File: src/rtl/drt_pkg.sv
// Shared types, codes and constants for the divider and reload timer.
// No dependencies; used by the step logic and the top level.
package drt_pkg;

  typedef enum logic [1:0] {
    MODE_ADVANCE = 2'd0,
    MODE_WRITE   = 2'd1,
    MODE_READ    = 2'd2
  } mode_t;

  typedef enum logic [1:0] {
    REG_DIV    = 2'd0,
    REG_CNT    = 2'd1,
    REG_RELOAD = 2'd2,
    REG_CTRL   = 2'd3
  } reg_sel_t;

  localparam int CNT_CD_W     = 12;
  localparam int CNT_PERIOD_W = 11;
  localparam int DIV_FLOOR_W  = 10;
  localparam int DIV_FLOOR    = -512;
  localparam int CNT_FLOOR    = -2048;
  localparam logic [7:0] CNT_MAX = 8'hFF;
  localparam int CTRL_EN_BIT  = 2;

  typedef struct packed {
    logic [7:0]                     divider;
    logic [7:0]                     counter;
    logic [7:0]                     reload;
    logic [7:0]                     control;
    logic signed [CNT_CD_W-1:0]     cnt_cd;
    logic [CNT_PERIOD_W-1:0]        cnt_period;
  } state_t;

  typedef struct packed {
    logic [1:0] mode;
    logic [1:0] reg_select;
    logic [7:0] write_value;
    logic [7:0] elapsed_cycles;
  } item_t;

  function automatic logic [CNT_PERIOD_W-1:0] period_of(input logic [1:0] code);
    logic [CNT_PERIOD_W-1:0] p;
    case (code)
      2'd0:    p = CNT_PERIOD_W'(1024);
      2'd1:    p = CNT_PERIOD_W'(16);
      2'd2:    p = CNT_PERIOD_W'(64);
      default: p = CNT_PERIOD_W'(256);
    endcase
    return p;
  endfunction

endpackage

File: src/rtl/drt_in_if.sv
// Input channel of the divider and reload timer: valid/ready plus one item.
// Depends on nothing.
interface drt_in_if;
  logic       valid;
  logic       ready;
  logic [1:0] mode;
  logic [1:0] reg_select;
  logic [7:0] write_value;
  logic [7:0] elapsed_cycles;

  modport source (output valid, output mode, output reg_select, output write_value,
                  output elapsed_cycles, input ready);
  modport sink   (input valid, input mode, input reg_select, input write_value,
                  input elapsed_cycles, output ready);
endinterface

File: src/rtl/drt_out_if.sv
// Result channel of the divider and reload timer: valid/ready plus one result.
// Depends on nothing.
interface drt_out_if;
  logic       valid;
  logic       ready;
  logic [7:0] read_value;
  logic       timer_irq;

  modport source (output valid, output read_value, output timer_irq, input ready);
  modport sink   (input valid, input read_value, input timer_irq, output ready);
endinterface

File: src/rtl/drt_step.sv
// Combinational step of the timer: next register state and result for one item.
// Depends on drt_pkg.
module drt_step #(
  parameter int DIV_PERIOD = 256,
  parameter int DCW        = 10
) (
  input  drt_pkg::item_t         item,
  input  drt_pkg::state_t        st,
  input  logic signed [DCW-1:0]  div_cd,
  output drt_pkg::state_t        st_nxt,
  output logic signed [DCW-1:0]  div_cd_nxt,
  output logic [7:0]             read_value,
  output logic                   timer_irq
);

  localparam int DXW = DCW + 2;
  localparam int CXW = drt_pkg::CNT_CD_W + 1;

  logic signed [DXW-1:0] div_diff, div_sat, div_sum;
  logic signed [CXW-1:0] cnt_diff, cnt_sat, cnt_sum;
  logic [drt_pkg::CNT_PERIOD_W-1:0] new_period;

  always_comb begin
    div_diff = DXW'(div_cd) - $signed({{(DXW-8){1'b0}}, item.elapsed_cycles});
    div_sat  = (div_diff < DXW'(drt_pkg::DIV_FLOOR)) ? DXW'(drt_pkg::DIV_FLOOR) : div_diff;
    div_sum  = div_sat + DXW'(DIV_PERIOD);

    cnt_diff = CXW'(st.cnt_cd) - $signed({{(CXW-8){1'b0}}, item.elapsed_cycles});
    cnt_sat  = (cnt_diff < CXW'(drt_pkg::CNT_FLOOR)) ? CXW'(drt_pkg::CNT_FLOOR) : cnt_diff;
    cnt_sum  = cnt_sat + $signed({{(CXW-drt_pkg::CNT_PERIOD_W){1'b0}}, st.cnt_period});

    new_period = item.write_value[drt_pkg::CTRL_EN_BIT] ?
                 drt_pkg::period_of(item.write_value[1:0]) : '0;
  end

  always_comb begin
    st_nxt     = st;
    div_cd_nxt = div_cd;
    read_value = 8'd0;
    timer_irq  = 1'b0;
    case (drt_pkg::mode_t'(item.mode))
      drt_pkg::MODE_ADVANCE: begin
        if (div_sat <= 0) begin
          st_nxt.divider = st.divider + 8'd1;
          div_cd_nxt     = $signed(div_sum[DCW-1:0]);
        end else begin
          div_cd_nxt     = $signed(div_sat[DCW-1:0]);
        end
        if (st.cnt_period != '0) begin
          if (cnt_sat <= 0) begin
            if (st.counter == drt_pkg::CNT_MAX) begin
              st_nxt.counter = st.reload;
              timer_irq      = 1'b1;
            end else begin
              st_nxt.counter = st.counter + 8'd1;
            end
            st_nxt.cnt_cd = $signed(cnt_sum[drt_pkg::CNT_CD_W-1:0]);
          end else begin
            st_nxt.cnt_cd = $signed(cnt_sat[drt_pkg::CNT_CD_W-1:0]);
          end
        end
      end
      drt_pkg::MODE_WRITE: begin
        unique case (drt_pkg::reg_sel_t'(item.reg_select))
          drt_pkg::REG_DIV:    st_nxt.divider = 8'd0;
          drt_pkg::REG_CNT:    st_nxt.counter = item.write_value;
          drt_pkg::REG_RELOAD: st_nxt.reload  = item.write_value;
          drt_pkg::REG_CTRL: begin
            st_nxt.control    = item.write_value;
            st_nxt.cnt_period = new_period;
            st_nxt.cnt_cd     = $signed({{(drt_pkg::CNT_CD_W-drt_pkg::CNT_PERIOD_W){1'b0}},
                                         new_period});
          end
          default: st_nxt = st;
        endcase
      end
      drt_pkg::MODE_READ: begin
        unique case (drt_pkg::reg_sel_t'(item.reg_select))
          drt_pkg::REG_DIV:    read_value = st.divider;
          drt_pkg::REG_CNT:    read_value = st.counter;
          drt_pkg::REG_RELOAD: read_value = st.reload;
          drt_pkg::REG_CTRL:   read_value = st.control;
          default:             read_value = 8'd0;
        endcase
      end
      default: begin
        read_value = 8'd0;
      end
    endcase
  end

endmodule

File: src/rtl/divider_and_reload_timer.sv
// Top level of the divider and reload timer: input register, step logic, result register.
// Depends on drt_pkg, drt_in_if, drt_out_if and drt_step.
//
// Timer with a free-running divider (incremented as its DIV_PERIOD countdown runs out) and a
// counter with selectable period and reload; each item advances time, writes or
// reads a register and yields one result. One item is accepted per clock unless
// a held result stalls the input; each item passes the input register, then the
// result register, with the state updated by one pass of subtract-and-compare
// logic between them. A result held by the receiver stalls the input register
// and then the input. The valid flags, the state and the divider countdown reset
// to zero; the item and result registers are not reset.
module divider_and_reload_timer #(
  parameter int DIV_PERIOD = 256
) (
  input  logic             clk,
  input  logic             rst_n,
  drt_in_if.sink           in_ch,
  drt_out_if.source        out_ch
);

  localparam int DCW_P = $clog2(DIV_PERIOD + 1) + 1;
  localparam int DCW   = (DCW_P > drt_pkg::DIV_FLOOR_W) ? DCW_P : drt_pkg::DIV_FLOOR_W;

  logic                   s1_valid_r;
  drt_pkg::item_t         s1_item_r;
  drt_pkg::state_t        state_r, state_nxt;
  logic signed [DCW-1:0]  div_cd_r, div_cd_nxt;
  logic                   out_valid_r;
  logic [7:0]             out_read_r, read_nxt;
  logic                   out_irq_r, irq_nxt;
  logic                   advance;

  assign advance     = !out_valid_r || out_ch.ready;
  assign in_ch.ready = !s1_valid_r || advance;

  drt_step #(
    .DIV_PERIOD (DIV_PERIOD),
    .DCW        (DCW)
  ) u_step (
    .item       (s1_item_r),
    .st         (state_r),
    .div_cd     (div_cd_r),
    .st_nxt     (state_nxt),
    .div_cd_nxt (div_cd_nxt),
    .read_value (read_nxt),
    .timer_irq  (irq_nxt)
  );

  always_ff @(posedge clk) begin
    if (!rst_n) begin
      s1_valid_r  <= 1'b0;
      out_valid_r <= 1'b0;
      state_r     <= '0;
      div_cd_r    <= '0;
    end else begin
      if (in_ch.ready) begin
        s1_valid_r <= in_ch.valid;
      end
      if (advance) begin
        out_valid_r <= s1_valid_r;
      end
      if (s1_valid_r && advance) begin
        state_r  <= state_nxt;
        div_cd_r <= div_cd_nxt;
      end
    end
  end

  always_ff @(posedge clk) begin
    if (in_ch.ready && in_ch.valid) begin
      s1_item_r.mode           <= in_ch.mode;
      s1_item_r.reg_select     <= in_ch.reg_select;
      s1_item_r.write_value    <= in_ch.write_value;
      s1_item_r.elapsed_cycles <= in_ch.elapsed_cycles;
    end
    if (s1_valid_r && advance) begin
      out_read_r <= read_nxt;
      out_irq_r  <= irq_nxt;
    end
  end

  assign out_ch.valid      = out_valid_r;
  assign out_ch.read_value = out_read_r;
  assign out_ch.timer_irq  = out_irq_r;

endmodule
File: src/flat_wrapper.sv
// flat-port wrapper written by rule: the top's interface ports become plain ports
module divider_and_reload_timer_flat 
#(
  parameter int DIV_PERIOD = 256
)
  (clk, rst_n, in_ch_valid, in_ch_mode, in_ch_reg_select, in_ch_write_value, in_ch_elapsed_cycles, in_ch_ready, out_ch_valid, out_ch_read_value, out_ch_timer_irq, out_ch_ready);
  drt_in_if in_ch_i ();
  drt_out_if out_ch_i ();
  input  logic clk;
  input  logic rst_n;
  input wire logic [$bits(in_ch_i.valid)-1:0] in_ch_valid;
  input wire logic [$bits(in_ch_i.mode)-1:0] in_ch_mode;
  input wire logic [$bits(in_ch_i.reg_select)-1:0] in_ch_reg_select;
  input wire logic [$bits(in_ch_i.write_value)-1:0] in_ch_write_value;
  input wire logic [$bits(in_ch_i.elapsed_cycles)-1:0] in_ch_elapsed_cycles;
  output wire logic [$bits(in_ch_i.ready)-1:0] in_ch_ready;
  output wire logic [$bits(out_ch_i.valid)-1:0] out_ch_valid;
  output wire logic [$bits(out_ch_i.read_value)-1:0] out_ch_read_value;
  output wire logic [$bits(out_ch_i.timer_irq)-1:0] out_ch_timer_irq;
  input wire logic [$bits(out_ch_i.ready)-1:0] out_ch_ready;
  assign in_ch_i.valid = in_ch_valid;
  assign in_ch_i.mode = in_ch_mode;
  assign in_ch_i.reg_select = in_ch_reg_select;
  assign in_ch_i.write_value = in_ch_write_value;
  assign in_ch_i.elapsed_cycles = in_ch_elapsed_cycles;
  assign in_ch_ready = in_ch_i.ready;
  assign out_ch_valid = out_ch_i.valid;
  assign out_ch_read_value = out_ch_i.read_value;
  assign out_ch_timer_irq = out_ch_i.timer_irq;
  assign out_ch_i.ready = out_ch_ready;
  divider_and_reload_timer #(.DIV_PERIOD(DIV_PERIOD)) u_core (.clk(clk), .rst_n(rst_n), .in_ch(in_ch_i), .out_ch(out_ch_i));
endmodule
File: config.mk
export PLATFORM = sky130hd
export DESIGN_NAME = divider_and_reload_timer_flat
export DESIGN_NICKNAME = d
export VERILOG_FILES = /design/src/rtl/drt_pkg.sv /design/src/rtl/drt_in_if.sv /design/src/rtl/drt_out_if.sv /design/src/rtl/drt_step.sv /design/src/rtl/divider_and_reload_timer.sv /design/src/flat_wrapper.sv
export SDC_FILE = /design/constraint.sdc
export NUM_CORES = 1
export LEC_CHECK = 0
export ABC_CLOCK_PERIOD_IN_PS = 4150
export BUFFER_PORTS_ARGS = -buffer_cell sky130_fd_sc_hd__buf_2
export CAP_MARGIN = 10
export CORE_MARGIN = 2
export CORE_UTILIZATION = 61
export CTS_CLUSTER_DIAMETER = 40
export DETAILED_ROUTE_END_ITERATION = 16
export PLACE_DENSITY = 0.8
export SLEW_MARGIN = 20
export SYNTH_ARGS = -nofsm -noshare
export SYNTH_HDL_FRONTEND = slang
export SYNTH_SLANG_ARGS = --single-unit
File: constraint.sdc
create_clock -name clk -period 4.15 [get_ports clk]
set_clock_uncertainty 0.15 [all_clocks]
set_input_delay 0.415 -clock clk [delete_from_list [all_inputs] [get_ports clk]]
set_output_delay 0.415 -clock clk [all_outputs]
set_load 0.01 [all_outputs]
==> impl_results.md <==
- Status: completed
- TritonRoute pass-1 iters: 5
- Non-Filler Instances: 674
- Max Slew Vio Count: 0
- Hold WC Path Type: input pin to flop
- Die Y: 95.6 um
- Fmax: 0.262 GHz
- Residual DRC: 0
- IR drop worst, VDD: 0.204 mV
- Via count: 4179
- Fin Hold WS: 0.0661 ns
- PostCTS Resize Cnt: 0
- Per-cell routed wire length: 17.5 um
- Placement Cell Area: 0.00535 sq mm
- Final worst path period share: 0.921
- Hpwl dp: 8.41 mm
- Pre-CTS setup slack: 0.301 ns
- Largest net degree at the start of global routing: 39
- DRT antenna net count: 0
- Setup crit start kind: flop
- First-pass GRT wire length: 19.5 mm
- Crit Reg-Reg Startpoint: u_core.s1_item_r[0]$_DFFE_PP_
- # H-tree levels: 3
- DRT Wirelength: 11.8 mm
- CTS tree: yes
- Sequential fraction of the synthesis area: 0.405
- Power share of the combinational group: 0.105
- IO Pins: 35
- Grt ovf: 0
- Sw power: 0.466 mW
- Total track usage: 0.279
- Hold buffers post-CTS: 0
- Power Total: 1.75 mW
- Final instance area: 0.00556 sq mm
- Row count: 33
- R2R depth: 16
- Hold Crit Start: in_ch_elapsed_cycles[2]
- Skew-Pair Late Insertion Delay: 0.37 ns
- Worst hold endpoint: u_core.s1_item_r[2]$_DFFE_PP_
- R2R Path End: u_core.state_r[22]$_SDFFE_PN0P_
- Share of cells above drive strength 1: 0.137
- Via density: 6.20
- Starting Density: 0.626
- Post-synth EDFFs: 29
- Worst rel slew slack: 0.329
- Worst-Margin Slew: 1.01 ns
- Min cycle time layout: 3.82 ns
- Antenna diodes: 0
- Worst Path Required: 4.24 ns
- Largest cells by area after synthesis: dfxtp_1 23%, edfxtp_1 17%, ha_1 5.6%
- Final setup TNS: 0 ns
- Most frequent cell after synthesis: nand2_1
- Sequential power share: 0.539
- Postcts setup bufs: 0
- Clock slew seen by the registers of the worst setup and hold paths: 0.10 ns
- Gp weighted congestion: 0.920
- Dominant synthesized flop cell: dfxtp_1
- Maximum clock path buffer count: 2
- Die X-Extent: 95.6 um
- Clock share of power: 0.356
- Worst Hold Path Cells: 1
- Final setup viols: 0
- Synth unique cells: 73
- FFs w/ async S/R, synth: 0
- Vias in the first global route: 3990
- Util after Layout: 0.680
- Crit end category: flop
- WP data arrival: 3.91 ns
- Hold Vio Cnt, Final: 0
- Sw frac: 0.267
- Mean Syn Cell Area: 9.53 sq um
- CTS Sinks: 89
- Die area: 0.00914 sq mm
- Syn. warnings: 0
- Setup CP Type: flop to flop
- Initial DRC count: 316
- PnR worst setup slack: 0.330 ns
- Num CTS Buffers: 9
- Pwr Density: 314 mW/mm^2
- Final nets: 613
- #FFs+latches synth: 89
- Layout area overhead: 8.66%
- Synthesized cell area: 0.00512 sq mm
- IO buf count: 34
- Total internal power: 1.28 mW
- Yosys top cell area share: 0.235
- Top post-synthesis cells by count: 64 x nand2_1, 60 x dfxtp_1, 36 x nor2_1, 36 x nor2b_1, 29 x edfxtp_1
- Pleak: 2.14 nW
- Synth Instances: 537
- Max cap viols: 0
- Initial antenna violation count: 0
- RSZ-0062 raised after global routing: no
- R2R Setup Slk: 0.33 ns
- Root Buffer: clkbuf_8
- Crit Path Max Fanout: 11
- Core ar.: 0.00818 sq mm
- Placed insts: 658
- Mapped Nets: 586
- Cell accounting for the most synthesized area: dfxtp_1
cell usage in the layout, fill, tap and decap left out, types with 11 or more instances in the layout:
cell,Yosys,routed
edfxtp_1,29,29
o21ai_0,18,18
xnor2_1,11,11
nor2b_1,36,36
nand3_1,16,16
buf_2,1,34
nand2b_1,11,11
nor2_1,36,36
a21oi_1,17,17
dfxtp_1,60,60
a21boi_0,14,14
mux2i_1,24,24
nand2_1,64,64
inv_1,16,16
o211ai_1,11,11
ha_1,23,23
metal layers:
| metal | track usage | routed length [um] | vias up |
|---|---|---|---|
| met5 | 0 | 0 | - |
| met4 | 0.100 | 307 | 0 |
| met3 | 0.0435 | 727 | 30 |
| met2 | 0.442 | 5340 | 154 |
| met1 | 0.386 | 5440 | 1985 |
| li1 | - | - | 2010 |
power by group through the flow:
stage | registers [mW] | clock network [mW] | logic [mW]
6_report | 0.940 | 0.622 | 0.183
3_5_place_dp | 0.960 | 0 | 0.179
4_1_cts | 0.940 | 0.625 | 0.181
3_3_place_gp | 0.958 | 0 | 0.173
5_1_grt | 0.944 | 0.660 | 0.202
2_1_floorplan | 0.955 | 0 | 0.132
registers in the layout, summed over array words and instances, names as in the netlist:
register	count
u_core.state_r	48
u_core.s1_valid_r	1
u_core.div_cd_r	10
u_core.out_ch.valid	1
u_core.out_ch.read_value	8
u_core.out_ch.timer_irq	1
u_core.s1_item_r	20
cell families (layout without fill, tap and decap cells):
group           count (synthesis)  after routing  synth area share
flops                          89             89             0.405
fa+ha+maj                      25             25            0.0641
buf+inv                        37             69            0.0289
mux                            33             33            0.0844
simple gates                  213            213             0.214
xor+xnor                       21             21            0.0359
compound gates                119            119             0.168
worst max-delay path: stages, from the launching register on:
cell and delay (ns):
edfxtp_1 0.38, ha_1 0.18, inv_1 0.06, fa_1 0.40, a211oi_2 0.27, o31ai_2 0.13
a21oi_2 0.27, and3b_1 0.21, mux2_2 0.28, nor2_1 0.10, ha_1 0.33, nand2_1 0.10
o21bai_1 0.06, a41o_1 0.27, a31oi_1 0.24, nand4bb_1 0.16, nand4_1 0.09
area by class of cell:
type / instances / area (sq um)
well taps: 105 / 131
clock buffers: 9 / 124
inverters: 16 / 60.1
flip-flops and latches: 89 / 2070
clock inverters: 7 / 75.1
repair buffers: 37 / 193
fillers: 653 / 2620
multi-input cells: 411 / 2910
how the worst max path moves through the flow:
stage | from | endpoint | slack [ns] | cells after the start
floorplan | u_core.s1_item_r[1]$_DFFE_PP_ | u_core.state_r[22]$_SDFFE_PN0P_ | 0.64 | 16
global placement | u_core.s1_item_r[1]$_DFFE_PP_ | u_core.state_r[22]$_SDFFE_PN0P_ | 0.52 | 15
detailed placement | u_core.s1_item_r[1]$_DFFE_PP_ | u_core.state_r[22]$_SDFFE_PN0P_ | 0.30 | 15
CTS | u_core.s1_item_r[1]$_DFFE_PP_ | u_core.state_r[22]$_SDFFE_PN0P_ | 0.27 | 15
global route | u_core.s1_item_r[1]$_DFFE_PP_ | u_core.state_r[21]$_SDFFE_PN0P_ | 0.06 | 15
finish | u_core.s1_item_r[0]$_DFFE_PP_ | u_core.state_r[22]$_SDFFE_PN0P_ | 0.33 | 16
Power figures use the tool's default switching activity.
